## src/hw/rtl/bblur_pkg.sv

```systemverilog
// ----------------------------------------------------------------------------
// bblur_pkg
// types, constants and the reciprocal table shared by the box blur block
// ----------------------------------------------------------------------------
`timescale 1ns / 1ps

package bblur_pkg;

  // geometry and field widths
  localparam int MAX_WIDTH_DEF = 1024;
  localparam int CH_W          = 8;
  localparam int PIX_W         = 3 * CH_W;
  localparam int IMG_W_W       = 11;
  localparam int ROW_W         = 16;
  localparam int IN_ROW_W      = ROW_W + 1;
  localparam int TAPS          = 9;
  localparam int SUM_W         = 12;
  localparam int X_W           = SUM_W + 1;
  localparam int CNT_W         = 4;
  localparam int RECIP_W       = 24;
  localparam int RECIP_SHIFT   = 24;
  localparam int PROD_W        = X_W + RECIP_W;
  localparam int BANKS         = 4;

  // configuration port
  localparam int CFG_INDEX_W = 1;
  localparam int CFG_DATA_W  = 16;
  localparam logic [CFG_INDEX_W-1:0] REG_IMAGE_WIDTH  = 1'd0;
  localparam logic [CFG_INDEX_W-1:0] REG_IMAGE_HEIGHT = 1'd1;
  localparam int WIDTH_RESET  = 1024;
  localparam int HEIGHT_RESET = 768;

  // input word
  typedef struct packed {
    logic            command;
    logic [CH_W-1:0] red_in;
    logic [CH_W-1:0] green_in;
    logic [CH_W-1:0] blue_in;
  } pixel_in_t;

  // result word
  typedef struct packed {
    logic [CH_W-1:0] red_out;
    logic [CH_W-1:0] green_out;
    logic [CH_W-1:0] blue_out;
    logic            frame_end;
  } blur_out_t;

  // per-word control from the position tracker
  typedef struct packed {
    logic             step;
    logic             wr_en;
    logic [1:0]       bank;
    logic [1:0]       sel_mid;
    logic [1:0]       sel_top;
    logic             has_out;
    logic             last;
    logic [2:0]       rmask;
    logic [2:0]       cmask;
    logic [CNT_W-1:0] count;
  } step_t;

  // ceil(2^24 / (2*n)) for every neighbour count that can occur
  function automatic logic [RECIP_W-1:0] recip(input logic [CNT_W-1:0] n);
    unique case (n)
      4'd1:    recip = 24'd8388608;
      4'd2:    recip = 24'd4194304;
      4'd3:    recip = 24'd2796203;
      4'd4:    recip = 24'd2097152;
      4'd6:    recip = 24'd1398102;
      4'd9:    recip = 24'd932068;
      default: recip = 24'd0;
    endcase
  endfunction

endpackage

```

## src/hw/rtl/bblur_lane.sv

```systemverilog
// ----------------------------------------------------------------------------
// bblur_lane
// one colour channel: masked window sum, then rounded mean by reciprocal
// ----------------------------------------------------------------------------
`timescale 1ns / 1ps

module bblur_lane import bblur_pkg::*; (
  input  logic                       clk,
  input  logic                       load_sum,
  input  logic                       load_out,
  input  logic [TAPS-1:0][CH_W-1:0]  taps,
  input  logic [TAPS-1:0]            mask,
  input  logic [CNT_W-1:0]           count,
  output logic [CH_W-1:0]            mean
);

  logic [SUM_W-1:0]   sum;
  logic [X_W-1:0]     x;
  logic [X_W-1:0]     x_q;
  logic [RECIP_W-1:0] recip_q;
  logic [PROD_W-1:0]  prod;

  // sum of the in-bounds neighbours
  always_comb begin
    sum = '0;
    for (int i = 0; i < TAPS; i++) begin
      if (mask[i]) begin
        sum = sum + SUM_W'(taps[i]);
      end
    end
  end

  // 2*sum + count, rounding half up once divided by 2*count
  assign x = {sum, 1'b0} + X_W'(count);

  always_ff @(posedge clk) begin
    if (load_sum) begin
      x_q     <= x;
      recip_q <= recip(count);
    end
  end

  // divide by 2*count as a multiply by its reciprocal
  assign prod = PROD_W'(x_q) * PROD_W'(recip_q);

  always_ff @(posedge clk) begin
    if (load_out) begin
      mean <= prod[RECIP_SHIFT +: CH_W];
    end
  end

endmodule

```

## config.mk

```make
export PLATFORM = sky130hd
export DESIGN_NAME = bblur_lane
export DESIGN_NICKNAME = d
export VERILOG_FILES = /design/src/hw/rtl/bblur_pkg.sv /design/src/hw/rtl/bblur_lane.sv
export SDC_FILE = /design/constraint.sdc
export NUM_CORES = 1
export LEC_CHECK = 0
export ABC_AREA = 1
export ABC_CLOCK_PERIOD_IN_PS = 10700
export BUFFER_PORTS_ARGS = -buffer_cell sky130_fd_sc_hd__buf_2
export CORE_ASPECT_RATIO = 1.1
export CORE_MARGIN = 3
export CORE_UTILIZATION = 50
export CTS_CLUSTER_SIZE = 40
export DETAILED_ROUTE_END_ITERATION = 12
export PLACE_DENSITY = 0.69
export SLEW_MARGIN = 10
export SYNTH_ARGS = -nofsm -noshare
export SYNTH_HDL_FRONTEND = slang
export SYNTH_SLANG_ARGS = --single-unit
export TNS_END_PERCENT = 50
```

## constraint.sdc

```tcl
create_clock -name clk -period 10.7 [get_ports clk]
set_input_delay 3.21 -clock clk [delete_from_list [all_inputs] [get_ports clk]]
set_output_delay 3.21 -clock clk [all_outputs]
set_load 0.01 [all_outputs]
```

==> impl_metrics.xml <==
<?xml version="1.0" encoding="UTF-8"?>
<metrics>
  <group name="logic_synthesis">
    <metric name="synth.avg_cell_area" unit="sq um">7.38</metric>
    <metric name="synth-edff-count" unit="">29</metric>
    <metric name="ys_ff_latch" unit="">29</metric>
    <metric name="synthesis.yosys.warnings" unit="">0</metric>
    <metric name="synth.cell_area" unit="sq mm">0.0118</metric>
    <metric name="post_synth_inst_count" unit="">1605</metric>
    <metric name="asyncSetResetFlopFracSynth" unit="%">0</metric>
    <metric name="mappedNetlistNets" unit="">1997</metric>
    <metric name="post_synth_num_cell_types" unit="">49</metric>
    <metric name="synth.yosys.seq_area_share" unit="%">7.35</metric>
    <metric name="ys_dominant_reg_cell" unit="">sky130_fd_sc_hd__edfxtp_1</metric>
  </group>
  <group name="cts">
    <metric name="clock_tree.htree_level_count" unit="">2</metric>
    <metric name="tritoncts" unit="">built</metric>
    <metric name="reg_clk_slew_reported_paths" unit="ps">60</metric>
    <metric name="clk-insertion-delay-late" unit="ps">280</metric>
    <metric name="clk_root_buffer_cell" unit="">sky130_fd_sc_hd__clkbuf_16</metric>
    <metric name="clock_tree.buffer_depth" unit="">2</metric>
    <metric name="tritoncts.num_buffers" unit="">5</metric>
    <metric name="ctsHoldBuffers" unit="">0</metric>
    <metric name="count_of_clock_tree_sinks" unit="">29</metric>
  </group>
  <group name="sta">
    <metric name="clock-skew-final" unit="ps">9.63</metric>
    <metric name="grt_setup_unrepaired" unit="">true</metric>
    <metric name="setup_violations" unit="">4</metric>
    <metric name="totalNegativeSetupSlack" unit="ps">-338</metric>
    <metric name="max_slew.worst_pin.slew" unit="ps">609</metric>
    <metric name="max_transition_viols_final" unit="">0</metric>
    <metric name="final.period_utilization" unit="%">101</metric>
    <metric name="timing.fmax" unit="GHz">0.0923</metric>
    <metric name="worst_slack" unit="ps">-139</metric>
    <metric name="slew_headroom" unit="%">59.4</metric>
    <metric name="timing_hold_violations_final" unit="">0</metric>
    <metric name="layout_min_cycle_time" unit="ps">10840</metric>
  </group>
  <group name="worst_setup_path">
    <metric name="worstSetupEndpointType" unit="">flop</metric>
    <metric name="worst-path-max-fanout" unit="">4</metric>
    <metric name="worst_ep_arrival_time" unit="ps">10880</metric>
    <metric name="start_kind" unit="">input pin</metric>
    <metric name="worst_path_max_delay_cell" unit="">sky130_fd_sc_hd__fa_2</metric>
    <metric name="crit_path_frequent_cell" unit="">sky130_fd_sc_hd__inv_2</metric>
    <metric name="critPathMaxStageDelay" unit="ps">580</metric>
    <metric name="worstSetupPathType" unit="">input pin to flop</metric>
    <metric name="worstPathRequired" unit="ps">10740</metric>
    <metric name="rrSetupSlack" unit="ps">4670</metric>
  </group>
  <group name="placement">
    <metric name="routabilityCongestion" unit="">0.934</metric>
    <metric name="port_buffers" unit="">95</metric>
    <metric name="detailedPlace.worstSlack" unit="ps">-756</metric>
    <metric name="dpl.hpwl" unit="microns">25900</metric>
  </group>
  <group name="status">
    <metric name="failed_checks" unit="">setup timing</metric>
    <metric name="outcome" unit="">finished with violations</metric>
  </group>
  <group name="floorplan">
    <metric name="design.portCount" unit="">96</metric>
    <metric name="die_y" unit="microns">167</metric>
    <metric name="dieWidth" unit="microns">153</metric>
    <metric name="floorplan.rows" unit="">58</metric>
    <metric name="start_util" unit="%">51.3</metric>
    <metric name="core-area" unit="sq mm">0.0231</metric>
    <metric name="design.die.area" unit="sq mm">0.0256</metric>
  </group>
  <group name="route">
    <metric name="antenna_violating_nets_post_route" unit="">0</metric>
    <metric name="firstDrtPassIters" unit="">5</metric>
    <metric name="drt_drc_violations_left" unit="">0</metric>
    <metric name="met2_length" unit="microns">15500</metric>
    <metric name="drt_initial_violations" unit="">491</metric>
    <metric name="wire_per_inst" unit="microns">14.2</metric>
    <metric name="dr_total_vias" unit="">10500</metric>
    <metric name="drt_wl_total" unit="microns">30400</metric>
    <metric name="dr.max_layer_used" unit="">met4</metric>
    <metric name="detail_route.vias_per_cell" unit="">4.95</metric>
    <metric name="met3RoutedLength" unit="microns">1670</metric>
    <metric name="met1_wire_length" unit="microns">12500</metric>
  </group>
  <group name="global_routing">
    <metric name="grt_first_pass_wirelength" unit="microns">50400</metric>
    <metric name="global_route.usage.total" unit="%">23.6</metric>
    <metric name="grt_max_degree" unit="">22</metric>
    <metric name="grt_overflow" unit="">0</metric>
    <metric name="grt_antenna_before_repair" unit="">0</metric>
    <metric name="grt_pass1_vias" unit="">11000</metric>
  </group>
  <group name="job">
    <metric name="timing.max_cap.violations" unit="">0</metric>
  </group>
  <group name="cells_and_area">
    <metric name="fin_nets" unit="">2224</metric>
    <metric name="area.growth.synth_to_final" unit="%">24.6</metric>
    <metric name="fillCellCount" unit="">2000</metric>
    <metric name="antenna_cells" unit="">0</metric>
    <metric name="post_route_cells_drive_above_1_share" unit="%">25.0</metric>
  </group>
  <group name="worst_hold_path">
    <metric name="hold_class" unit="">flop to flop</metric>
  </group>
</metrics>
## cell usage in the layout (no fill, tap or decap), drive strengths merged, types with 7 or more instances in the layout
cell type	n
fa	179
or2	11
ha	125
a31oi	10
a21oi	67
xor2	34
buf	248
nand2	390
edfxtp	29
nor2	72
nor3	7
inv	447
nand4	12
o21ai	50
xnor2	15
nand3	89
and2	9
## metrics by stage
step                instances  area [sq um]  utilization (%)  hold WS [ps]
global placement         2093         13700             59.5          1290
global route             2133         14800             63.9          1420
detailed placement       2093         13700             59.5          1300
floorplan                1605         12100                -           988
finish                   2133         14800             63.9          1340
CTS                      2118         14200             61.6          1330
## state kept, by name, summed over array words and instances, names as in the netlist
register  cells
x_q          13
mean          8
recip_q       8
## routing by layer
layer | global-route usage [%] | vias up
met3 | 3.83 | 50
met2 | 43.7 | 251
met1 | 29.3 | 4966
met4 | 4.53 | 0
li1 | - | 5282
met5 | 0 | -
## worst max-delay path, delay by kind of cell
family	cells	cell delay, ps
AO/OA/AOI/OAI	10	1460
XOR/XNOR	2	340
adder cells (fa/ha/maj)	9	3470
buffers and inverters	15	870
AND/OR/NAND/NOR	20	1520
## cells in the mapped netlist (12+ instances only)
cell | count | share of area (%)
sky130_fd_sc_hd__a21oi_1 | 67 | 2.8
sky130_fd_sc_hd__clkbuf_1 | 22 | 0.70
sky130_fd_sc_hd__edfxtp_1 | 29 | 7.4
sky130_fd_sc_hd__fa_1 | 179 | 30
sky130_fd_sc_hd__ha_1 | 125 | 13
sky130_fd_sc_hd__inv_1 | 443 | 14
sky130_fd_sc_hd__nand2_1 | 361 | 11
sky130_fd_sc_hd__nand2_2 | 14 | 0.74
sky130_fd_sc_hd__nand2_4 | 12 | 1.1
sky130_fd_sc_hd__nand3_1 | 82 | 3.5
sky130_fd_sc_hd__nor2_1 | 67 | 2.1
sky130_fd_sc_hd__o21ai_0 | 39 | 1.6
sky130_fd_sc_hd__xnor2_1 | 15 | 1.1
sky130_fd_sc_hd__xor2_1 | 33 | 2.4
## worst paths after layout
kind               startpoint       to  cells after the start
hold reg to reg       x_q[10]  mean[7]                      5
hold / removal        x_q[10]  mean[7]                      5
setup / recovery      mask[0]  x_q[12]                     56
setup reg to reg  recip_q[20]  mean[4]                     22
## cell families (layout without fill, tap and decap cells)
family / after synthesis / in the layout / share of synthesized area, %
AND/OR/NAND/NOR: 596 / 596 / 23.2
buffers and inverters: 476 / 704 / 15.2
XOR/XNOR: 49 / 49 / 3.78
AO/OA/AOI/OAI: 150 / 150 / 6.99
flip-flops: 29 / 29 / 7.35
adder cells (fa/ha/maj): 304 / 304 / 43.5
multiplexers: 1 / 1 / 0.0845
## repair_timing
action / 4_1_cts / 5_1_grt
pin swaps: 49 / 77
setup endpoints to repair: 6 / 8
buffers inserted: 17 / 15
resized for setup: 45 / 101
## final cells by class
cell class,count,area (sq um),share of cell area (%)
Tap cell,300,375,2.54
Inverter,448,1680,11.4
Clock inverter,3,41.3,0.280
Clock buffer,5,125,0.848
Timing Repair Buffer,248,1640,11.1
Multi-Input combinational cell,1100,10000,67.9
Sequential cell,29,871,5.90
Power is not shown: default switching activity piles up to over one toggle a cycle in this logic, so the estimate is an artifact.
