===== src/hw/rtl/bblur_pkg.sv =====
// ----------------------------------------------------------------------------
// bblur_pkg
// types, constants and the reciprocal table shared by the box blur block
// ----------------------------------------------------------------------------
`timescale 1ns / 1ps

package bblur_pkg;

  // geometry and field widths
  localparam int MAX_WIDTH_DEF = 1024;
  localparam int CH_W          = 8;
  localparam int PIX_W         = 3 * CH_W;
  localparam int IMG_W_W       = 11;
  localparam int ROW_W         = 16;
  localparam int IN_ROW_W      = ROW_W + 1;
  localparam int TAPS          = 9;
  localparam int SUM_W         = 12;
  localparam int X_W           = SUM_W + 1;
  localparam int CNT_W         = 4;
  localparam int RECIP_W       = 24;
  localparam int RECIP_SHIFT   = 24;
  localparam int PROD_W        = X_W + RECIP_W;
  localparam int BANKS         = 4;

  // configuration port
  localparam int CFG_INDEX_W = 1;
  localparam int CFG_DATA_W  = 16;
  localparam logic [CFG_INDEX_W-1:0] REG_IMAGE_WIDTH  = 1'd0;
  localparam logic [CFG_INDEX_W-1:0] REG_IMAGE_HEIGHT = 1'd1;
  localparam int WIDTH_RESET  = 1024;
  localparam int HEIGHT_RESET = 768;

  // input word
  typedef struct packed {
    logic            command;
    logic [CH_W-1:0] red_in;
    logic [CH_W-1:0] green_in;
    logic [CH_W-1:0] blue_in;
  } pixel_in_t;

  // result word
  typedef struct packed {
    logic [CH_W-1:0] red_out;
    logic [CH_W-1:0] green_out;
    logic [CH_W-1:0] blue_out;
    logic            frame_end;
  } blur_out_t;

  // per-word control from the position tracker
  typedef struct packed {
    logic             step;
    logic             wr_en;
    logic [1:0]       bank;
    logic [1:0]       sel_mid;
    logic [1:0]       sel_top;
    logic             has_out;
    logic             last;
    logic [2:0]       rmask;
    logic [2:0]       cmask;
    logic [CNT_W-1:0] count;
  } step_t;

  // ceil(2^24 / (2*n)) for every neighbour count that can occur
  function automatic logic [RECIP_W-1:0] recip(input logic [CNT_W-1:0] n);
    unique case (n)
      4'd1:    recip = 24'd8388608;
      4'd2:    recip = 24'd4194304;
      4'd3:    recip = 24'd2796203;
      4'd4:    recip = 24'd2097152;
      4'd6:    recip = 24'd1398102;
      4'd9:    recip = 24'd932068;
      default: recip = 24'd0;
    endcase
  endfunction

endpackage


===== src/hw/rtl/bblur_pos.sv =====
// ----------------------------------------------------------------------------
// bblur_pos
// frame geometry registers and input / output raster position tracking
// ----------------------------------------------------------------------------
`timescale 1ns / 1ps

module bblur_pos import bblur_pkg::*; #(
  parameter int MAX_WIDTH = MAX_WIDTH_DEF
) (
  input  logic                         clk,
  input  logic                         rst,
  input  logic                         accept,
  input  logic                         command,
  input  logic                         cfg_we,
  input  logic [CFG_INDEX_W-1:0]       cfg_index,
  input  logic [CFG_DATA_W-1:0]        cfg_data,
  output step_t                        info,
  output logic [$clog2(MAX_WIDTH)-1:0] col_addr
);

  localparam int CW = $clog2(MAX_WIDTH);
  localparam int W_RESET_EFF = (MAX_WIDTH < WIDTH_RESET) ? MAX_WIDTH : WIDTH_RESET;
  localparam logic [CW-1:0]    W_LAST_RESET = CW'(W_RESET_EFF - 1);
  localparam logic [ROW_W-1:0] H_LAST_RESET = ROW_W'(HEIGHT_RESET - 1);

  logic [CW-1:0]       w_last;
  logic [ROW_W-1:0]    h_last;
  logic [CW-1:0]       in_col;
  logic [IN_ROW_W-1:0] in_row;
  logic [CW-1:0]       out_col;
  logic [ROW_W-1:0]    out_row;

  logic [CW-1:0]       w_last_next;
  logic [ROW_W-1:0]    h_last_next;
  logic [IMG_W_W-1:0]  wv;
  logic [ROW_W-1:0]    hv;
  logic                in_frame;
  logic                primed;
  logic                top_ok, bot_ok, left_ok, right_ok;
  logic [1:0]          rows_n, cols_n;

  // clamp written geometry: zero acts as one, width capped at the store depth
  always_comb begin
    wv = cfg_data[IMG_W_W-1:0];
    hv = cfg_data[ROW_W-1:0];
    if (wv == '0) begin
      w_last_next = '0;
    end else if (32'(wv) > 32'(MAX_WIDTH)) begin
      w_last_next = CW'(MAX_WIDTH - 1);
    end else begin
      w_last_next = CW'(wv - 11'd1);
    end
    h_last_next = (hv == '0) ? '0 : hv - 16'd1;
  end

  // window borders and neighbour count for the next result
  always_comb begin
    in_frame = (in_row <= {1'b0, h_last});
    primed   = (in_row[IN_ROW_W-1:1] != '0) || (in_row[0] && (in_col != '0));
    top_ok   = (out_row != '0);
    bot_ok   = (out_row != h_last);
    left_ok  = (out_col != '0);
    right_ok = (out_col != w_last);
    rows_n   = 2'd1 + 2'(top_ok) + 2'(bot_ok);
    cols_n   = 2'd1 + 2'(left_ok) + 2'(right_ok);

    // a drain word inside the frame is dropped
    info.step    = accept && !(command && in_frame);
    info.wr_en   = info.step && in_frame;
    info.bank    = in_row[1:0];
    info.sel_mid = in_row[1:0] - 2'd1;
    info.sel_top = in_row[1:0] - 2'd2;
    info.has_out = primed;
    info.last    = (out_row == h_last) && (out_col == w_last);
    info.rmask   = {bot_ok, 1'b1, top_ok};
    info.cmask   = {right_ok, 1'b1, left_ok};
    info.count   = CNT_W'(rows_n) * CNT_W'(cols_n);
  end

  assign col_addr = in_col;

  // geometry and positions
  always_ff @(posedge clk) begin
    if (rst) begin
      w_last  <= W_LAST_RESET;
      h_last  <= H_LAST_RESET;
      in_col  <= '0;
      in_row  <= '0;
      out_col <= '0;
      out_row <= '0;
    end else if (cfg_we) begin
      unique case (cfg_index)
        REG_IMAGE_WIDTH:  w_last <= w_last_next;
        REG_IMAGE_HEIGHT: h_last <= h_last_next;
      endcase
      in_col  <= '0;
      in_row  <= '0;
      out_col <= '0;
      out_row <= '0;
    end else if (info.step) begin
      if (primed && info.last) begin
        in_col  <= '0;
        in_row  <= '0;
        out_col <= '0;
        out_row <= '0;
      end else begin
        if (in_col == w_last) begin
          in_col <= '0;
          in_row <= in_row + 17'd1;
        end else begin
          in_col <= in_col + CW'(1);
        end
        if (primed) begin
          if (out_col == w_last) begin
            out_col <= '0;
            out_row <= out_row + 16'd1;
          end else begin
            out_col <= out_col + CW'(1);
          end
        end
      end
    end
  end

endmodule


===== config.mk =====
export PLATFORM = sky130hd
export DESIGN_NAME = bblur_pos
export DESIGN_NICKNAME = d
export VERILOG_FILES = /design/src/hw/rtl/bblur_pkg.sv /design/src/hw/rtl/bblur_pos.sv
export SDC_FILE = /design/constraint.sdc
export NUM_CORES = 1
export LEC_CHECK = 0
export BUFFER_PORTS_ARGS = -buffer_cell sky130_fd_sc_hd__buf_2
export CORE_AREA = 2 2 99 101
export CTS_CLUSTER_DIAMETER = 80
export DETAILED_ROUTE_END_ITERATION = 8
export DIE_AREA = 0 0 101 103
export PLACE_DENSITY = 0.9
export SYNTH_ARGS = -nofsm -noshare
export SYNTH_HDL_FRONTEND = slang
export SYNTH_SLANG_ARGS = --single-unit

===== constraint.sdc =====
create_clock -name clk -period 2.9 [get_ports clk]
set_clock_uncertainty 0.2 [all_clocks]
set_input_delay 0.145 -clock clk [delete_from_list [all_inputs] [get_ports clk]]
set_output_delay 0.145 -clock clk [all_outputs]
set_load 0.01 [all_outputs]

==> results.sh, run 1 <==
export IMPL_critPathKind="register to register"
export IMPL_ctsLongestPathBuffers=2
export IMPL_dp_cells=822
export IMPL_r2r_slack_ns=0.03
export IMPL_irDropWorstVdd_v=0.000258
export IMPL_final_common_cell="nand2_1"
export IMPL_yosys_register_bits=79
export IMPL_drv_cap=0
export IMPL_cp_start_kind="register"
export IMPL_hold_start="cfg_data[15]"
export IMPL_rsz0062_at_grt="true"
export IMPL_chipHeight_um=103
export IMPL_min_period_ns=2.87
export IMPL_hold_slack_ns=0.0247
export IMPL_synthCells=686
export IMPL_critical_path_required_ns=3.03
export IMPL_diodes=0
export IMPL_netlist_area_um2=5450
export IMPL_htree_levels=3
export IMPL_yosysSeqAreaShare=0.290
export IMPL_drtIter0Drc=605
export IMPL_dr_pass1_iters=7
export IMPL_ys_flop_type="dfxtp_1"
export IMPL_fin_nets=790
export IMPL_syn_area_per_cell_um2=7.94
export IMPL_die_w_um=101
export IMPL_synth_warnings=0
export IMPL_cts_tree="built"
export IMPL_final_cell_mix="62 x nand2_1, 55 x dfxtp_1, 49 x buf_2"
export IMPL_setup_viol=0
export IMPL_endpoint_kind="register"
export IMPL_antenna_found_initial=0
export IMPL_numCtsBuffers=9
export IMPL_vias=5820
export IMPL_stdcell_count=859
export IMPL_grt_pass1_wl_um=25400
export IMPL_synth_area_top_cells="dfxtp_1 29%, ha_1 6.4%, xor2_1 5.0%, nand2_1 4.3%, a21oi_1 3.7%"
export IMPL_io_pins=52
export IMPL_r2r_start="in_row[3]"
export IMPL_drt_wirelength_per_cell_um=18.9
export IMPL_power_w=0.00234
export IMPL_path_clk_slew_ns=0.09
export IMPL_crit_arrival_ns=3.00
export IMPL_row_count=36
export IMPL_hold_viol=0
export IMPL_timing_worst_slew_pin_value_ns=0.884
export IMPL_synth_top_area_share=0.290
export IMPL_fmax_mhz=349
export IMPL_setup_tns_ns=0
export IMPL_outcome="finished clean"
export IMPL_gp_congestion=0.975
export IMPL_postLayoutCoreUtil=0.665
export IMPL_dieArea_um2=10400
export IMPL_cts_root_buf="clkbuf_8"
export IMPL_ys_types=65
export IMPL_wirelength_um=16200
export IMPL_drc=0
export IMPL_post_dp_hpwl_um=11200
export IMPL_coreArea_um2=9460
export IMPL_grt_max_degree=45
export IMPL_drive_gt1_frac=0.215
export IMPL_clkSinkCount=79
export IMPL_slew_viol_final=0
export IMPL_grt_usage=0.310
export IMPL_min_period_over_period=0.989
export IMPL_critPathMaxFanout=9
export IMPL_syn_to_final_growth_pct=15.6
export IMPL_ant_nets=0
export IMPL_start_util=0.576
export IMPL_async_reset_ff_frac=0
export IMPL_grt_pass1_vias=5237
export IMPL_via_per_inst=6.78
export IMPL_globalRoute_totalOverflow=0
export IMPL_io_buffers=49
export IMPL_slew_limit_headroom=0.411
export IMPL_p_leak_nw=2.43
export IMPL_synth_edf_count=0
export IMPL_cp_startpoint="in_row[3]"
export IMPL_powerDensity_nw_per_um2=371
export IMPL_insertion_delay_ns=0.38
export IMPL_yosysTopAreaCell="dfxtp_1"
export IMPL_hp_class="input pin to register"
Yosys cell counts, types with 17 or more instances:
master,count
dfxtp_1,79
nand2_1,62
nor2_1,44
a21oi_1,40
inv_1,37
xor2_1,31
ha_1,28
clkbuf_1,26
nand3_1,21
nor4_1,21
o21ai_0,20
or3_1,19
nor3_1,17
xnor2_1,17
flip-flops by register name (all words and copies together) (netlist names):
name and cells:
in_row 17, col_addr 10, w_last 10, out_row 16, h_last 16, out_col 10
what timing repair did:
item,in CTS,in global routing
buffers inserted,1,7
setup endpoints to repair,12,23
endpoints found under the hold margin,12,0
gates cloned,0,0
hold buffers,13,0
pin swaps,1,8
gates resized for setup,8,36
layer usage:
| layer | track usage | up-vias | share of wire |
|---|---|---|---|
| met5 | 0 | - | 0 |
| met4 | 0.177 | 0 | 0.049 |
| met3 | 0.0624 | 76 | 0.095 |
| met2 | 0.494 | 385 | 0.46 |
| met1 | 0.392 | 2699 | 0.39 |
| li1 | - | 2660 | - |
stage by stage:
step / instance area (um^2) / worst slack (ns)
4_1_cts: 6160 / 0.00366
3_5_place_dp: 5780 / 0.0157
5_1_grt: 6290 / -0.0487
2_1_floorplan: 5450 / 0.372
3_3_place_gp: 5780 / 0.154
6_report: 6290 / 0.0331
worst max-delay path, cell delays in order (launching register included):
cell and delay, ns:
dfxtp_1 0.51, ha_1 0.31, and3_1 0.18, and3_1 0.19, a31oi_1 0.28, o31ai_4 0.18
buf_4 0.20, nor3_2 0.53, a31o_2 0.24
final cells by class:
class                           count  area [um^2]
Clock buffer                       10          138
Clock inverter                      6         91.3
Fill cell                         702         3170
Sequential cell                    79         1610
Timing Repair Buffer               97          654
Tap cell                          114          143
Multi-Input combinational cell    514         3500
Inverter                           39          151
worst paths after layout:
path / end / cells past startpoint
min reg2reg: in_row[13] / 2
max reg2reg: out_col[0] / 8
min: h_last[15] / 4
max: out_col[0] / 8
kinds of logic (layout without fill, tap and decap cells):
| kind of cell | count (synthesis) | count (layout) | share of synthesized area |
|---|---|---|---|
| xor+xnor | 48 | 48 | 0.0772 |
| fa+ha+maj | 28 | 28 | 0.0643 |
| flops | 79 | 79 | 0.290 |
| simple gates | 258 | 258 | 0.252 |
| buf+inv | 94 | 152 | 0.0793 |
| compound gates | 177 | 177 | 0.234 |
| mux | 1 | 1 | 0.00184 |
| other cells | 1 | 2 | 0.000689 |
power breakdown:
group          switching (W)  total [W]  leakage, nW  internal (W)
sequential         0.0000284    0.00114        0.653       0.00111
combinational       0.000146   0.000244         1.66     0.0000984
clock               0.000444   0.000956        0.117      0.000513
No activity file was read; power rests on OpenSTA's default activity.
==> inputs of run 2 (changes only) <==
--- a/config.mk
+++ b/config.mk
@@ -7,10 +7,10 @@
 export LEC_CHECK = 0
 export BUFFER_PORTS_ARGS = -buffer_cell sky130_fd_sc_hd__buf_2
 export CORE_AREA = 2 2 99 101
-export CTS_CLUSTER_DIAMETER = 80
+export CTS_CLUSTER_DIAMETER = 120
 export DETAILED_ROUTE_END_ITERATION = 8
 export DIE_AREA = 0 0 101 103
-export PLACE_DENSITY = 0.9
+export PLACE_DENSITY = 0.79
 export SYNTH_ARGS = -nofsm -noshare
 export SYNTH_HDL_FRONTEND = slang
 export SYNTH_SLANG_ARGS = --single-unit
==> run 2 against run 1 <==
Net effect:
- clock power is 7% higher
- register-to-register slack improved by 0.03 ns
- critical path depth increased by 1
- non-clock buffer count decreased by 2
- final cell count fell by 0.23%
- total power grew 2.4%
- fmax fell by 0.92%
- combinational power shrank 4%
- critical path type is now register to output port
==> results.sh, run 2 (synthesis results as in run 1) <==
export IMPL_irDropWorstVdd_v=0.000318
export IMPL_row_count=36
export IMPL_power_w=0.00239
export IMPL_vias=5733
export IMPL_grt_pass1_vias=5048
export IMPL_coreArea_um2=9460
export IMPL_stdcell_count=857
export IMPL_path_clk_slew_ns=0.08
export IMPL_powerDensity_nw_per_um2=381
export IMPL_largest_reg_flops=17
export IMPL_numCtsBuffers=9
export IMPL_syn_to_final_growth_pct=15.4
export IMPL_min_period_over_period=0.998
export IMPL_power_share_combinational=0.098
export IMPL_endpoint_kind="output port"
export IMPL_grt_pass1_wl_um=25300
export IMPL_drc=0
export IMPL_drt_wirelength_per_cell_um=18.9
export IMPL_reg_top3="in_row (17), h_last (16), out_row (16)"
export IMPL_drive_gt1_frac=0.205
export IMPL_hold_viol=0
export IMPL_critical_path_required_ns=2.56
export IMPL_slew_viol_final=0
export IMPL_setup_viol=0
export IMPL_gp_congestion=0.980
export IMPL_die_w_um=101
export IMPL_power_frac_seq=0.476
export IMPL_final_common_cell="nand2_1"
export IMPL_crit_arrival_ns=2.55
export IMPL_postCtsSetupRepairBufs=0
export IMPL_ctsLongestPathBuffers=2
export IMPL_antenna_found_initial=0
export IMPL_fmax_mhz=346
export IMPL_postLayoutCoreUtil=0.665
export IMPL_hp_class="input pin to register"
export IMPL_grt_usage=0.308
export IMPL_p_leak_nw=2.43
export IMPL_rsz0062_at_grt="true"
export IMPL_final_cell_mix="62 x nand2_1, 61 x dfxtp_1, 49 x buf_2"
export IMPL_clkPwrFrac=0.427
export IMPL_drv_cap=0
export IMPL_outcome="finished clean"
export IMPL_clkSinkCount=79
export IMPL_multiInputGateArea_um2=3510
export IMPL_swShare=0.252
export IMPL_fin_nets=788
export IMPL_slew_limit_headroom=0.408
export IMPL_dp_cells=829
export IMPL_timing_worst_slew_pin_value_ns=0.888
export IMPL_chipHeight_um=103
export IMPL_cts_tree="built"
export IMPL_dr_pass1_iters=5
export IMPL_io_buffers=49
export IMPL_wirelength_um=16200
export IMPL_post_dp_hpwl_um=11400
export IMPL_drtIter0Drc=708
export IMPL_largest_register="in_row"
export IMPL_diodes=0
export IMPL_area_sequential_um2=1610
export IMPL_insertion_delay_ns=0.37
export IMPL_globalRoute_totalOverflow=0
export IMPL_critPathMaxFanout=12
export IMPL_critPathKind="register to output port"
export IMPL_p_int_w=0.00179
export IMPL_fillers=763
export IMPL_via_per_inst=6.69
export IMPL_hold_slack_ns=0.0248
export IMPL_htree_levels=3
export IMPL_io_pins=52
export IMPL_ant_nets=0
export IMPL_min_period_ns=2.89
export IMPL_cp_start_kind="register"
export IMPL_dieArea_um2=10400
export IMPL_grt_max_degree=51
export IMPL_cts_root_buf="clkbuf_8"
export IMPL_switchingPower_w=0.000602
export IMPL_start_util=0.576
[run 2: timing repair]
action | CTS | global route
gates resized for setup | 10 | 29
pin swaps | 0 | 4
endpoints found under the setup margin | 4 | 19
hold buffers | 12 | 0
endpoints found under the hold margin | 14 | 0
[run 2: layer usage]
layer / wire [um] / GRT usage / vias to the layer above
met3: 1400 / 0.0658 / 55
met4: 567 / 0.138 / 2
met1: 6710 / 0.410 / 2692
met2: 7500 / 0.484 / 324
met5: 21 / 0 / -
li1: - / - / 2660
[run 2: worst max-delay path, cell delays in order (launching register included)]
cell and delay, ns:
dfxtp_1 0.40, inv_1 0.06, ha_1 0.31, and3_1 0.20, and3_1 0.21, a31oi_1 0.31, o31ai_4 0.16, buf_4 0.21
a21oi_2 0.15, buf_2 0.15
[run 2: final timing paths]
kind                    start    endpoint  slack [ns]  cells after the start
setup / recovery    h_last[3]    info[18]       0.006                      9
hold / removal    cfg_data[2]   h_last[4]        0.02                      4
setup reg to reg    h_last[3]  in_row[15]        0.06                      9
hold reg to reg    out_row[5]  out_row[5]        0.33                      2
[run 2: area by class of cell]
class | count | area share
sequential | 79 | 0.256
clock inverter | 6 | 0.0171
clock buffer | 10 | 0.0219
tap | 114 | 0.0227
timing repair buffer | 95 | 0.101
multi-input combinational | 514 | 0.558
inverter | 39 | 0.0241
[run 2: power by group through the flow]
| stage | registers, W | clock network (W) | logic (W) |
|---|---|---|---|
| after floorplan | 0.00115 | 0 | 0.000145 |
| after global placement | 0.00116 | 0 | 0.000201 |
| after detailed placement | 0.00116 | 0 | 0.000210 |
| after CTS | 0.00114 | 0.00102 | 0.000223 |
| after global routing | 0.00114 | 0.00107 | 0.000255 |
| final | 0.00114 | 0.00102 | 0.000234 |
[run 2: per-stage QoR]
stage | TNS, ns | instance area (um^2) | setup WS (ns)
final | 0 | 6290 | 0.00640
after CTS | 0 | 6220 | 0.00415
after detailed placement | 0 | 5830 | 0.0554
after floorplan | 0 | 5450 | 0.372
after global routing | -0.129 | 6290 | -0.0557
after global placement | 0 | 5830 | 0.156
